File: config.mk
export PLATFORM = sky130hd
export DESIGN_NAME = first_fit_block_allocator_core
export DESIGN_NICKNAME = d
export VERILOG_FILES = /design/src/hw/rtl/ffba_pkg.sv /design/src/hw/rtl/ffba_cell.sv /design/src/hw/rtl/first_fit_block_allocator_core.sv
export VERILOG_INCLUDE_DIRS = /design/src /design/src/hw/rtl
export SDC_FILE = /design/constraint.sdc
export NUM_CORES = 1
export LEC_CHECK = 0
export ABC_AREA = 1
export BUFFER_PORTS_ARGS = -buffer_cell sky130_fd_sc_hd__buf_4
export CORE_MARGIN = 1.5
export CORE_UTILIZATION = 58
export DETAILED_ROUTE_END_ITERATION = 7
export PLACE_DENSITY_LB_ADDON = 0.2
export SYNTH_ARGS = -nofsm -noshare
export SYNTH_HDL_FRONTEND = slang
export SYNTH_SLANG_ARGS = --single-unit
export TNS_END_PERCENT = 10
File: constraint.sdc
create_clock -name clk -period 5.3 [get_ports clk]
set_input_delay 0.53 -clock clk [delete_from_list [all_inputs] [get_ports clk]]
set_output_delay 0.53 -clock clk [all_outputs]
set_load 0.005 [all_outputs]
File: src/hw/rtl/first_fit_block_allocator_core_assert.svh
// assertion macros shared by the allocator rtl
`ifndef FIRST_FIT_BLOCK_ALLOCATOR_CORE_ASSERT_SVH
`define FIRST_FIT_BLOCK_ALLOCATOR_CORE_ASSERT_SVH

// same-cycle implication, checked outside reset
`define FFBA_ASSERT_NOW(label, cond, cons, msg) \
  label: assert property (@(posedge clk) disable iff (rst) (cond) |-> (cons)) else $error(msg);

// next-cycle implication, checked outside reset
`define FFBA_ASSERT_NEXT(label, cond, cons, msg) \
  label: assert property (@(posedge clk) disable iff (rst) (cond) |=> (cons)) else $error(msg);

`endif

File: src/hw/rtl/ffba_pkg.sv
`default_nettype none

package ffba_pkg;

  localparam int MAX_BLOCKS_DEF = 16;
  localparam int SIZE_BITS_DEF  = 16;

  localparam int STATUS_W = 3;
  localparam int BSIZE_W  = 16;
  localparam int GRANT_W  = 16;
  localparam int COUNT_W  = 5;
  localparam int CAP_W    = 5;

  localparam logic [CAP_W-1:0] CAP_RESET = 5'd16;

  localparam logic CMD_ALLOC = 1'b0;
  localparam logic CMD_FREE  = 1'b1;

  typedef enum logic [STATUS_W-1:0] {
    ST_ALLOCATED = 3'd0,
    ST_FREED     = 3'd1,
    ST_NO_FIT    = 3'd2,
    ST_EMPTY     = 3'd3,
    ST_FULL      = 3'd4
  } status_t;

  // broadcast control from the top level to every cell
  typedef struct packed {
    logic alloc;  // allocate committing this cycle
    logic append; // free committing this cycle, list not full
  } cell_ctl_t;

endpackage

`default_nettype wire

File: src/hw/rtl/ffba_cell.sv
`default_nettype none

module ffba_cell #(
  parameter int IDX       = 0,
  parameter int CNT_W     = 5,
  parameter int SIZE_BITS = ffba_pkg::SIZE_BITS_DEF
) (
  input  wire                          clk,
  input  wire ffba_pkg::cell_ctl_t     ctl,
  input  wire logic [CNT_W-1:0]        count,
  input  wire logic [SIZE_BITS-1:0]    req_size,
  input  wire logic                    found_in,
  input  wire logic [SIZE_BITS-1:0]    grant_in,
  input  wire logic [SIZE_BITS-1:0]    next_value,
  output logic                         found_out,
  output logic [SIZE_BITS-1:0]         grant_out,
  output logic [SIZE_BITS-1:0]         value
);

  logic in_use;
  logic hit;

  assign in_use    = count > CNT_W'(IDX);
  assign hit       = in_use && (value >= req_size);
  assign found_out = found_in | hit;
  assign grant_out = (hit && !found_in) ? value : grant_in;

  // on allocate every cell at or past the taken one pulls from its neighbor
  always_ff @(posedge clk) begin
    if (ctl.alloc && found_out) begin
      value <= next_value;
    end else if (ctl.append && (count == CNT_W'(IDX))) begin
      value <= req_size;
    end
  end

endmodule

`default_nettype wire

File: src/hw/rtl/first_fit_block_allocator_core.sv
`default_nettype none
// first-fit free block allocator
// input channel: in_valid / in_stall with command and block_size; a word is taken
//   at a rising edge with in_valid high and in_stall low
// output channel: out_valid / out_stall with status, granted_size and free_count;
//   exactly one result word per input word, in order
// config channel: cfg_valid / cfg_ready with capacity; cfg_ready is always high,
//   write only while no request is in flight
// a taken request is first held in the request registers; its result is then written
//   to the output register once that register is free or draining
// throughput: one request per cycle while the output is not stalled; the list is
//   a row of cells with a found/grant chain, so a request finishes in one pass
// when the receiver stalls, the result waits in the output register and one more
//   request may be taken and held; then in_stall rises until the output drains
// reset: list emptied (internal count 0), capacity back to 16, no results pending;
//   no clearing pass is needed
module first_fit_block_allocator_core #(
  parameter int MAX_BLOCKS = ffba_pkg::MAX_BLOCKS_DEF,
  parameter int SIZE_BITS  = ffba_pkg::SIZE_BITS_DEF
) (
  input  wire                                 clk,
  input  wire                                 rst,
  // request channel
  input  wire logic                           in_valid,
  output logic                                in_stall,
  input  wire logic                           command,
  input  wire logic [ffba_pkg::BSIZE_W-1:0]   block_size,
  // result channel
  output logic                                out_valid,
  input  wire logic                           out_stall,
  output logic [ffba_pkg::STATUS_W-1:0]       status,
  output logic [ffba_pkg::GRANT_W-1:0]        granted_size,
  output logic [ffba_pkg::COUNT_W-1:0]        free_count,
  // config channel
  input  wire logic                           cfg_valid,
  output logic                                cfg_ready,
  input  wire logic [ffba_pkg::CAP_W-1:0]     capacity
);

  localparam int CNT_W = $clog2(MAX_BLOCKS + 1);

  // held request
  logic                 busy;
  logic                 op_cmd;
  logic [SIZE_BITS-1:0] op_size;

  // list state
  logic [CNT_W-1:0]          count;
  logic [CNT_W-1:0]          count_next;
  logic [ffba_pkg::CAP_W-1:0] cap_reg;

  // cell chain
  logic [MAX_BLOCKS:0]        found;
  logic [SIZE_BITS-1:0]       grant [MAX_BLOCKS+1];
  logic [SIZE_BITS-1:0]       cell_value [MAX_BLOCKS];
  ffba_pkg::cell_ctl_t        ctl;

  logic                commit;
  logic                accept;
  logic                full;
  ffba_pkg::status_t   res_status;
  logic [SIZE_BITS-1:0] res_grant;

  // the held request completes when the output register is free or draining
  assign commit    = busy && (!out_valid || !out_stall);
  assign in_stall  = busy && !commit;
  assign accept    = in_valid && !in_stall;
  assign cfg_ready = 1'b1;

  // capacity above the row length saturates to the row length
  assign full = (32'(count) >= 32'(cap_reg)) || (32'(count) >= MAX_BLOCKS);

  assign found[0] = 1'b0;
  assign grant[0] = '0;

  for (genvar i = 0; i < MAX_BLOCKS; i++) begin : g_cell
    logic [SIZE_BITS-1:0] nbr;
    // last cell has no neighbor; what it pulls is past the list end
    if (i == MAX_BLOCKS - 1) begin : g_last
      assign nbr = cell_value[i];
    end else begin : g_mid
      assign nbr = cell_value[i+1];
    end
    ffba_cell #(
      .IDX       (i),
      .CNT_W     (CNT_W),
      .SIZE_BITS (SIZE_BITS)
    ) u_cell (
      .clk        (clk),
      .ctl        (ctl),
      .count      (count),
      .req_size   (op_size),
      .found_in   (found[i]),
      .grant_in   (grant[i]),
      .next_value (nbr),
      .found_out  (found[i+1]),
      .grant_out  (grant[i+1]),
      .value      (cell_value[i])
    );
  end

  // result and list update for the held request
  always_comb begin
    res_status = ffba_pkg::ST_NO_FIT;
    res_grant  = '0;
    count_next = count;
    ctl        = '0;
    if (op_cmd == ffba_pkg::CMD_ALLOC) begin
      if (count == '0) begin
        res_status = ffba_pkg::ST_EMPTY;
      end else if (found[MAX_BLOCKS]) begin
        res_status = ffba_pkg::ST_ALLOCATED;
        res_grant  = grant[MAX_BLOCKS];
        count_next = count - CNT_W'(1);
        ctl.alloc  = commit;
      end
    end else begin
      if (full) begin
        res_status = ffba_pkg::ST_FULL;
      end else begin
        res_status = ffba_pkg::ST_FREED;
        count_next = count + CNT_W'(1);
        ctl.append = commit;
      end
    end
  end

  // control registers
  always_ff @(posedge clk) begin
    if (rst) begin
      busy      <= 1'b0;
      out_valid <= 1'b0;
      count     <= '0;
      cap_reg   <= ffba_pkg::CAP_RESET;
    end else begin
      if (accept) begin
        busy <= 1'b1;
      end else if (commit) begin
        busy <= 1'b0;
      end
      if (commit) begin
        out_valid <= 1'b1;
        count     <= count_next;
      end else if (!out_stall) begin
        out_valid <= 1'b0;
      end
      if (cfg_valid && cfg_ready) begin
        cap_reg <= capacity;
      end
    end
  end

  // payload registers
  always_ff @(posedge clk) begin
    if (accept) begin
      op_cmd  <= command;
      op_size <= SIZE_BITS'(block_size);
    end
    if (commit) begin
      status       <= res_status;
      granted_size <= ffba_pkg::GRANT_W'(res_grant);
      free_count   <= ffba_pkg::COUNT_W'(count_next);
    end
  end

`include "first_fit_block_allocator_core_assert.svh"

  `FFBA_ASSERT_NOW(a_count_bound, 1'b1, 32'(count) <= MAX_BLOCKS, "free count past row length")

  `FFBA_ASSERT_NOW(a_grant_zero, out_valid && (status != ffba_pkg::ST_ALLOCATED), granted_size == '0, "grant on non-allocate")

  `FFBA_ASSERT_NEXT(a_append_count, commit && ctl.append, count == $past(count) + CNT_W'(1), "append lost count")

  `FFBA_ASSERT_NEXT(a_commit_valid, commit, out_valid, "committed result not shown")

endmodule

`default_nettype wire
Word-level counts from Yosys, hierarchy flattened
Cells that the tools add are included.
Widths: inputs -> output; s select.
{ "word_totals": {"regBits": 309, "out_inout_bits": 27, "word_cells": 263} }
{ "classes": {"addsub": 2, "n_lt_le_gt_ge": 34, "eq_ne": 16, "mux": 63, "bitwise": 17, "n_reduce_logical": 106} }
{ "ops": {"columns": ["cell", "count"], "rows": [
  ["$mux 16", 46],
  ["$ge 16x16->1", 16],
  ["$logic_and 1x1->1", 66],
  ["$eq 5x4->1 const B", 8],
  ["$gt 5x4->1 const B", 8],
  ["$reduce_bool 2->1", 16],
  ["$eq 5x3->1 const B", 4],
  ["$gt 5x3->1 const B", 4],
  ["$mux 5", 4],
  ["$logic_not 1->1", 19],
  ["$or 1x1->1", 15],
  ["$eq 5x2->1 const B", 2],
  ["$gt 5x1->1 const B", 2],
  ["$gt 5x2->1 const B", 2],
  ["$mux 1", 9],
  ["$mux 3", 2],
  ["$add 5x1->5 const B", 1],
  ["$eq 5x1->1 const B", 1],
  ["$ge 5x5->1", 1],
  ["$ge 5x5->1 const B", 1],
  ["$logic_not 5->1", 1],
  ["$sub 5x1->5 const B", 1],
  ["$mux 2", 2],
  ["$reduce_or 3->1", 1],
  ["4 further kinds", 6]
]} }

Depth between registers and ports, before layout
Gate-level depths: netlist of run 1.
{ "depth": {"depth_word": 23, "ltp_mapped": 30} }

Hierarchy
A second synthesis of run 1 with hierarchy kept.
{ "unflattened": {"hier_cells": 3454, "area_unflattened_um2": 25844.8} }
{ "modules_own_cells": {"columns": ["module", "instances", "cells_each", "area_each_um2"], "rows": [
  ["first_fit_block_allocator_core", 1, 222, 2264.7],
  ["ffba_cell at g_cell[4].u_cell", 1, 204, 1540.2],
  ["ffba_cell at g_cell[9].u_cell", 1, 203, 1500.2],
  ["ffba_cell at g_cell[13].u_cell", 1, 204, 1493.9],
  ["ffba_cell at g_cell[5].u_cell", 1, 204, 1492.7],
  ["ffba_cell at g_cell[2].u_cell", 1, 203, 1490.2],
  ["ffba_cell at g_cell[11].u_cell", 1, 201, 1488.9],
  ["ffba_cell at g_cell[15].u_cell", 1, 201, 1486.4],
  ["ffba_cell at g_cell[3].u_cell", 1, 201, 1482.7],
  ["ffba_cell at g_cell[14].u_cell", 1, 204, 1468.9],
  ["ffba_cell at g_cell[10].u_cell", 1, 206, 1465.2],
  ["ffba_cell at g_cell[7].u_cell", 1, 196, 1461.4],
  ["ffba_cell at g_cell[12].u_cell", 1, 204, 1457.6],
  ["ffba_cell at g_cell[6].u_cell", 1, 203, 1452.6],
  ["+3 rows", null, null, null]
]} }

Worst setup path before layout of run 1
Ideal clock, no wire load.
{ "synth_timing": {"kind": "register -> register", "from": "register op_size[7]", "to": "register g_cell[14].u_cell.value[0], enable pin", "setup_ns": 0.465, "arrival_ns": 4.513, "t_required_ns": 4.835, "setup_slack_ns": 0.323, "path_stages_with_launch": 28, "period_less_slack_ns": 4.977, "cell_sequence": "edfxtp_1 -> clkbuf_1 -> clkbuf_1 -> inv_1 -> ha_1 -> a21oi_1 -> nand2_1 -> nor2_1 -> nand2_1 -> nand2_1 -> nand2_1 -> nand2_2 -> nand2_4 -> inv_2 -> nand4_4 -> nor2_4 -> nand4_4 -> nor2_2 -> nand4_1 -> nor2_2 -> nand3_2 -> nand2_2 -> nor2_2 -> buf_6 -> buf_2 -> nand2_4 -> buf_6 -> o21ai_0"} }
{ "synth_between": {"elab_chain_cells": 22, "elab_cells_between_ends": 52} }
{ "synth_lines": {"columns": ["item", "line_no", "text"], "rows": [
  ["start: declaration", "first_fit_block_allocator_core.sv:45", "logic [SIZE_BITS-1:0] op_size;"],
  ["start signal: assignment", "first_fit_block_allocator_core.sv:157", "op_size <= SIZE_BITS'(block_size);"],
  ["$ge 16x16->1", "ffba_cell.sv:24", "assign hit = in_use && (value >= req_size);"],
  ["$logic_and 1x1->1", "ffba_cell.sv:24", null],
  ["$or 1x1->1 (15 in series)", "ffba_cell.sv:25", "assign found_out = found_in | hit;"],
  ["$mux 1", "first_fit_block_allocator_core.sv:111", "end else if (found[MAX_BLOCKS]) begin"],
  ["$mux 1", "first_fit_block_allocator_core.sv:109", "if (count == '0) begin"],
  ["$mux 1", "first_fit_block_allocator_core.sv:108", "if (op_cmd == ffba_pkg::CMD_ALLOC) begin"],
  ["$logic_and 1x1->1 (*)", "ffba_cell.sv:30", "if (ctl.alloc && found_out) begin"],
  ["$reduce_bool 2->1 (no line) (*)", null, null],
  ["end signal: assignment", "ffba_cell.sv:31", "value <= next_value;"],
  ["end signal: assignment", "ffba_cell.sv:33", "value <= req_size;"],
  ["end: declaration", "ffba_cell.sv:17", "output logic [SIZE_BITS-1:0] value"]
]} }
Mark *: on every way between the ends. The rest lies on a longest branch, timed or not.
A chain may end at the register's enable or synchronous reset.

Worst setup path after layout of run 1
{ "layout_timing": {"from": "register op_size[1]", "to": "register g_cell[0].u_cell.value[13], enable pin"} }
{ "layout_between": {"elab_chain_cells": 22, "elab_cells_between_ends": 52} }
{ "layout_lines": {"columns": ["item", "line_no"], "rows": [
  ["$ge 16x16->1", "ffba_cell.sv:24"],
  ["$logic_and 1x1->1", "ffba_cell.sv:24"],
  ["$or 1x1->1 (15 in series)", "ffba_cell.sv:25"],
  ["$mux 1", "first_fit_block_allocator_core.sv:111"],
  ["$mux 1", "first_fit_block_allocator_core.sv:109"],
  ["$mux 1", "first_fit_block_allocator_core.sv:108"],
  ["$logic_and 1x1->1 (*)", "ffba_cell.sv:30"],
  ["$reduce_bool 2->1 (no line) (*)", null],
  ["end signal: assignment", "ffba_cell.sv:31"],
  ["end signal: assignment", "ffba_cell.sv:33"],
  ["end: declaration", "ffba_cell.sv:17"]
]} }
Marks and branches as above.

==> impl_metrics.ini, run 1 <==
[place]
dpl.hpwl_um = 49700
routabilityCongestion = 0.963
portBuffers = 52
placed_cells = 3048
pre_cts_slack_ns = -0.0246
place_area_um2 = 22300

[global_routing]
grt.met3_usage = 0.0651
antenna_found_initial = 3
grt_use_total = 0.367
busiest_layer = met2
grt_use_met2 = 0.596
grt_pass1_vias = 18378
grt_pass1_wl_um = 105000
grt_max_degree = 34
use_met1 = 0.463
grt_overflow = 0

[power]
pwr-share-seq = 0.409
p_sw_mw = 2.25
power.total_mw = 7.13
ir_drop_mv = 0.300
pwr-share-clk = 0.369
power_density_nw_per_um2 = 301
p_int_mw = 4.88
power.leakage_nw = 11.0
pwr-share-comb = 0.222
swShare = 0.316

[run]
maxCapViolations = 0

[synth]
ys_ff_latch = 309
synth_area_leaders = edfxtp_1, ha_1, nand2_1
syn-mean-instance-area_um2 = 8.27
yosysMostFrequentCell = nand2_1
synth-edff-count = 297
synth_cell_types = 42
ys.warnings.count = 0
synth_top_area_share = 0.419
synthFlopType = edfxtp_1
yosys-top-cells-count = nand2_1, edfxtp_1, ha_1, inv_1, nand3_1
async_reset_ff_frac = 0
synthesis.nets = 2867
syn_inst = 2574
synthesis.area_um2 = 21300
ys_seq_area_frac = 0.430
synth_top_cell_by_area = edfxtp_1

[setup_path]
arrival_ns = 5.35
cp-end-kind = flip-flop
crit_start = op_size[1]$_DFFE_PP_
rr_endpoint = g_cell[0].u_cell.value[13]$_DFFE_PP_
reg2reg_depth = 26
critPathRequiredTime_ns = 5.58
start_kind = flip-flop
worstSetupPathType = reg -> reg
cp_max_fo = 33
reg2reg_from = op_size[1]$_DFFE_PP_
timing.critical_path.to = g_cell[0].u_cell.value[13]$_DFFE_PP_
r2r_slack_ns = 0.23

[clock_tree]
htreeDepth = 2
clock_latency_ns = 0.55
clkSinkCount = 309
cts_root_buf = clkbuf_16
cts_buffer_depth = 3
clk_pin_slew_ns = 0.06
cts-hold-fix-buffers = 0
cts_buffers = 37
cts_tree = done

[final_layout]
diodes = 0
area_growth_pct = 11.2
fin_area_um2 = 23700
stdcell_count = 3123
nets = 2928
reg.largest.list = g_cell.u_cell.value (256), granted_size (16), op_size (16)
top_register = g_cell.u_cell.value
drive_above_1_share = 0.0845
largest_reg_flops = 256

[sta]
setup_tns_ns = 0
setup-violations-final = 0
finClkSkew_ns = 0.0202
max_slew_margin = 0.259
min_period_over_period = 0.957
worst_pin_slew_ns = 1.11
period_needed_ns = 5.07
hold_viol = 0
final.setup.worst_slack_ns = 0.227
maxSlewViolCount = 0
rsz0062_at_grt = true
max_freq_mhz = 197

[worst_hold_path]
min_path_type = in -> reg

[route]
drtPass1Iterations = 6
postRouteAntennaNets = 0
drc = 0
drt-total-wl_um = 69800
drt_iter0_drc = 2407
vias = 19243
routedWlPerCell_um = 22.4
via_per_inst = 6.16

[floorplan]
std_cell_rows = 69
die_h_um = 195
io_pins = 54
die_width_um = 195
die-area_um2 = 37800
coreArea_um2 = 35800
start_util = 0.594

[status]
status = finished clean
final cells by class:
cell class              instances  area [um^2]
fillers                      2930        12200
multi-input cells            1897        10700
flip-flops and latches        309         9160
clock buffers                  46         1000
inverters                     260          991
repair buffers                130          988
well taps                     461          577
clock inverters                20          226
cells by family after synthesis:
family,after synthesis,synth area share
AOI/OAI and AO/OA,444,0.112
adders and majority gates,266,0.156
other,1,0.000176
xor gates and xnor gates,3,0.00124
buffers and inverters,369,0.0679
DFF,309,0.430
and+or+nand+nor,1182,0.232
worst max-delay path, cell delays in order (launching register included):
cell,delay (ns)
edfxtp_1,0.41
inv_1,0.50
ha_1,0.37
nand2_1,0.07
nand2_1,0.05
a21oi_1,0.20
nand2_1,0.09
nand2_1,0.07
nand2_1,0.08
nand2_2,0.12
nand2_4,0.16
inv_2,0.14
nand4_4,0.11
nor2_4,0.16
nand4_4,0.11
nor2_2,0.12
nand4_1,0.17
nor2_2,0.21
nand3_2,0.18
nand2_2,0.26
nor2_4,0.16
buf_4,0.22
buf_4,0.14
nand3_2,0.04
buf_4,0.30
o21ai_1,0.11
buf_4,0.24
worst min path at each step:
stage                                 start                                    end  slack, ns  cells after the start
floorplan             op_size[10]$_DFFE_PP_  g_cell[15].u_cell.value[10]$_DFFE_PP_       0.42                      0
global placement    cap_reg[1]$_SDFFE_PP0P_                cap_reg[1]$_SDFFE_PP0P_       0.46                      2
detailed placement  cap_reg[1]$_SDFFE_PP0P_                cap_reg[1]$_SDFFE_PP0P_       0.45                      2
CTS                           block_size[9]                   op_size[9]$_DFFE_PP_       0.17                      1
global route                  block_size[9]                   op_size[9]$_DFFE_PP_       0.17                      1
finish                        block_size[9]                   op_size[9]$_DFFE_PP_       0.17                      1
placed cells by master, fill, tap and decap left out, types with 20 or more instances in the layout:
master / n
nor3_1: 28
edfxtp_1: 297
nand4_1: 20
nand3_1: 242
o21ai_0: 212
o211ai_1: 20
ha_1: 266
nor2_1: 154
nand2_1: 712
inv_1: 252
a21oi_1: 160
clkbuf_16: 39
buf_4: 129
what timing repair did:
item,in CTS,in global routing
gates cloned,1,0
pin swaps,1,1
setup buffers,0,8
resized for setup,1,7
setup endpoints to repair,20,362
metal layers:
layer  wire [um]  vias to the layer above
li1            -                     8933
met3        7500                      286
met4        4330                        0
met2       32000                     1116
met5           0                        -
met1       26000                     8908
stage by stage:
step	hold slack, ns	util
after CTS	0.166	0.658
after global placement	0.459	0.623
final	0.170	0.660
after floorplan	0.424	-
after detailed placement	0.454	0.623
after global routing	0.169	0.660
power by group through the flow:
| stage | Sequential, mW | Clock, mW | Combinational, mW |
|---|---|---|---|
| after global routing | 2.92 | 2.71 | 1.72 |
| after floorplan | 2.93 | 0 | 0.942 |
| after detailed placement | 2.96 | 0 | 1.52 |
| after CTS | 2.91 | 2.63 | 1.54 |
| after global placement | 2.96 | 0 | 1.47 |
| final | 2.91 | 2.63 | 1.59 |
Note: power is estimated with default switching activity, not from simulation.
==> run 2, diff against run 1 <==
Settings changed: RECOVER_POWER from default to 25.
==> run 2 against run 1 <==
  * The run now ends with capacitance limit, slew limit left
  * Core utilization shrank 0.19 points
  * Wire length is essentially flat
  * Register-to-register slack got worse by 0.02 ns
  * First-iteration DRC count shrank 4.2%
  * Sequential cell count is the same
  * Clock skew hardly changed
  * Die area is the same
  * Clock power barely moved
  * Sequential share of layout area rose by 0.11 points
  * Largest cell class unchanged
==> impl_metrics.ini, run 2 (synthesized netlist as in run 1, its figures left out) <==
[status]
status = complete, but fails checks
failed_checks = capacitance limit, slew limit

[power]
power_density_nw_per_um2 = 302
p_int_mw = 4.87
pwr-share-clk = 0.370
p_sw_mw = 2.26
pwr-share-seq = 0.408
power.leakage_nw = 10.9
power.total_mw = 7.14
ir_drop_mv = 0.295
swShare = 0.317
pwr-share-comb = 0.222

[route]
drt_iter0_drc = 2305
drc = 0
routedWlPerCell_um = 22.4
drtPass1Iterations = 6
vias = 19212
postRouteAntennaNets = 0
via_per_inst = 6.15
drt-total-wl_um = 69800

[sta]
maxSlewViolCount = 135
setup-violations-final = 0
rsz0062_at_grt = true
finClkSkew_ns = 0.0207
period_needed_ns = 5.09
max_slew_margin = -0.204
worst_pin_slew_ns = 1.81
setup_tns_ns = 0
max_freq_mhz = 196
min_period_over_period = 0.960
hold_viol = 0

[setup_path]
cp-end-kind = flip-flop
cpMaxStageDelayCell = inv_1
reg2reg_depth = 26
reg2reg_from = op_size[1]$_DFFE_PP_
critPathMaxStageDelay_ns = 0.49
start_kind = flip-flop
arrival_ns = 5.37
worstSetupPathType = reg -> reg
crit_start = op_size[1]$_DFFE_PP_
crit_path_frequent_cell = nand2_1
critPathRequiredTime_ns = 5.58
cp_max_fo = 33

[clock_tree]
cts_tree = done
htreeDepth = 2
cts_root_buf = clkbuf_16
clk_pin_slew_ns = 0.06
cts_buffers = 37
cts_buffer_depth = 3
clkSinkCount = 309
clock_latency_ns = 0.55

[final_layout]
num-fill-cells = 2955
top_register = g_cell.u_cell.value
drive_above_1_share = 0.0774
final_cell_mix = nand2_1, edfxtp_1, ha_1, inv_1, nand3_1
nets = 2928
mostFrequentLayoutCell = nand2_1
largest_reg_flops = 256
area_growth_pct = 10.9
final_util = 0.659
reg.largest.list = g_cell.u_cell.value (256), granted_size (16), op_size (16)

[floorplan]
coreArea_um2 = 35800
die-area_um2 = 37800
die_h_um = 195
die_width_um = 195
start_util = 0.594
io_pins = 54
std_cell_rows = 69

[run]
maxCapViolations = 8

[worst_hold_path]
hp-start = block_size[9]
min_path_type = in -> reg
hold_path_depth = 1

[global_routing]
grt_max_degree = 34
grt_overflow = 0
antenna_found_initial = 4
grt_pass1_wl_um = 105000
grt_use_total = 0.367
grt_pass1_vias = 18378

[place]
routabilityCongestion = 0.963
portBuffers = 52
dpl.hpwl_um = 49700
## run 2: final timing paths
check,slack [ns],end
worst max-delay path,0.21,g_cell[0].u_cell.value[15]$_DFFE_PP_
worst min-delay path,0.19,op_size[9]$_DFFE_PP_
worst max register to register,0.21,g_cell[0].u_cell.value[15]$_DFFE_PP_
worst min register to register,0.47,cap_reg[1]$_SDFFE_PP0P_
## run 2: power by group through the flow
stage	registers, mW	clock network [mW]	logic (mW)
after floorplan	2.93	0	0.942
after global placement	2.96	0	1.47
after detailed placement	2.96	0	1.52
after CTS	2.91	2.63	1.54
after global routing	2.92	2.71	1.72
final	2.91	2.64	1.58
## run 2: worst max-delay path: cells and delay by family (launching register included)
kind,cells,cell delay [ns]
DFF,1,0.40
buffers and inverters,6,1.53
and+or+nand+nor,17,2.19
AOI/OAI and AO/OA,2,0.31
adders and majority gates,1,0.37
## run 2: per-stage QoR
step	cell area (um^2)	cells	worst slack (ns)	hold slack, ns
2_1_floorplan	21300	2574	0.323	0.424
3_3_place_gp	22300	3048	0.162	0.459
3_5_place_dp	22300	3048	-0.0246	0.454
4_1_cts	23600	3115	0.0638	0.166
5_1_grt	23600	3124	0.00126	0.188
6_report	23600	3124	0.210	0.195
## run 2: metal layers
layer / global-route usage / vias up / wire length (um)
li1: - / 8933 / -
met1: 0.463 / 8892 / 26300
met2: 0.596 / 1108 / 32000
met3: 0.0651 / 279 / 7230
met4: 0.207 / 0 / 4330
met5: 0 / - / 0
## run 2: cell type report
cell class,instances,area [um^2],share of cell area
multi-input combinational,1897,10700,0.454
tap,461,577,0.0244
clock buffer,46,1000,0.0425
inverter,260,991,0.0420
antenna,1,2.50,0.000106
timing repair buffer,130,917,0.0389
sequential,309,9160,0.388
clock inverter,20,226,0.00960
## run 2: what timing repair did
action                                  4_1_cts  5_1_grt
setup buffers                                 0        8
hold buffers                                  0        0
pin swaps                                     1        1
endpoints found under the setup margin       20      362
gates resized for setup                       1        7
gates cloned                                  1        0
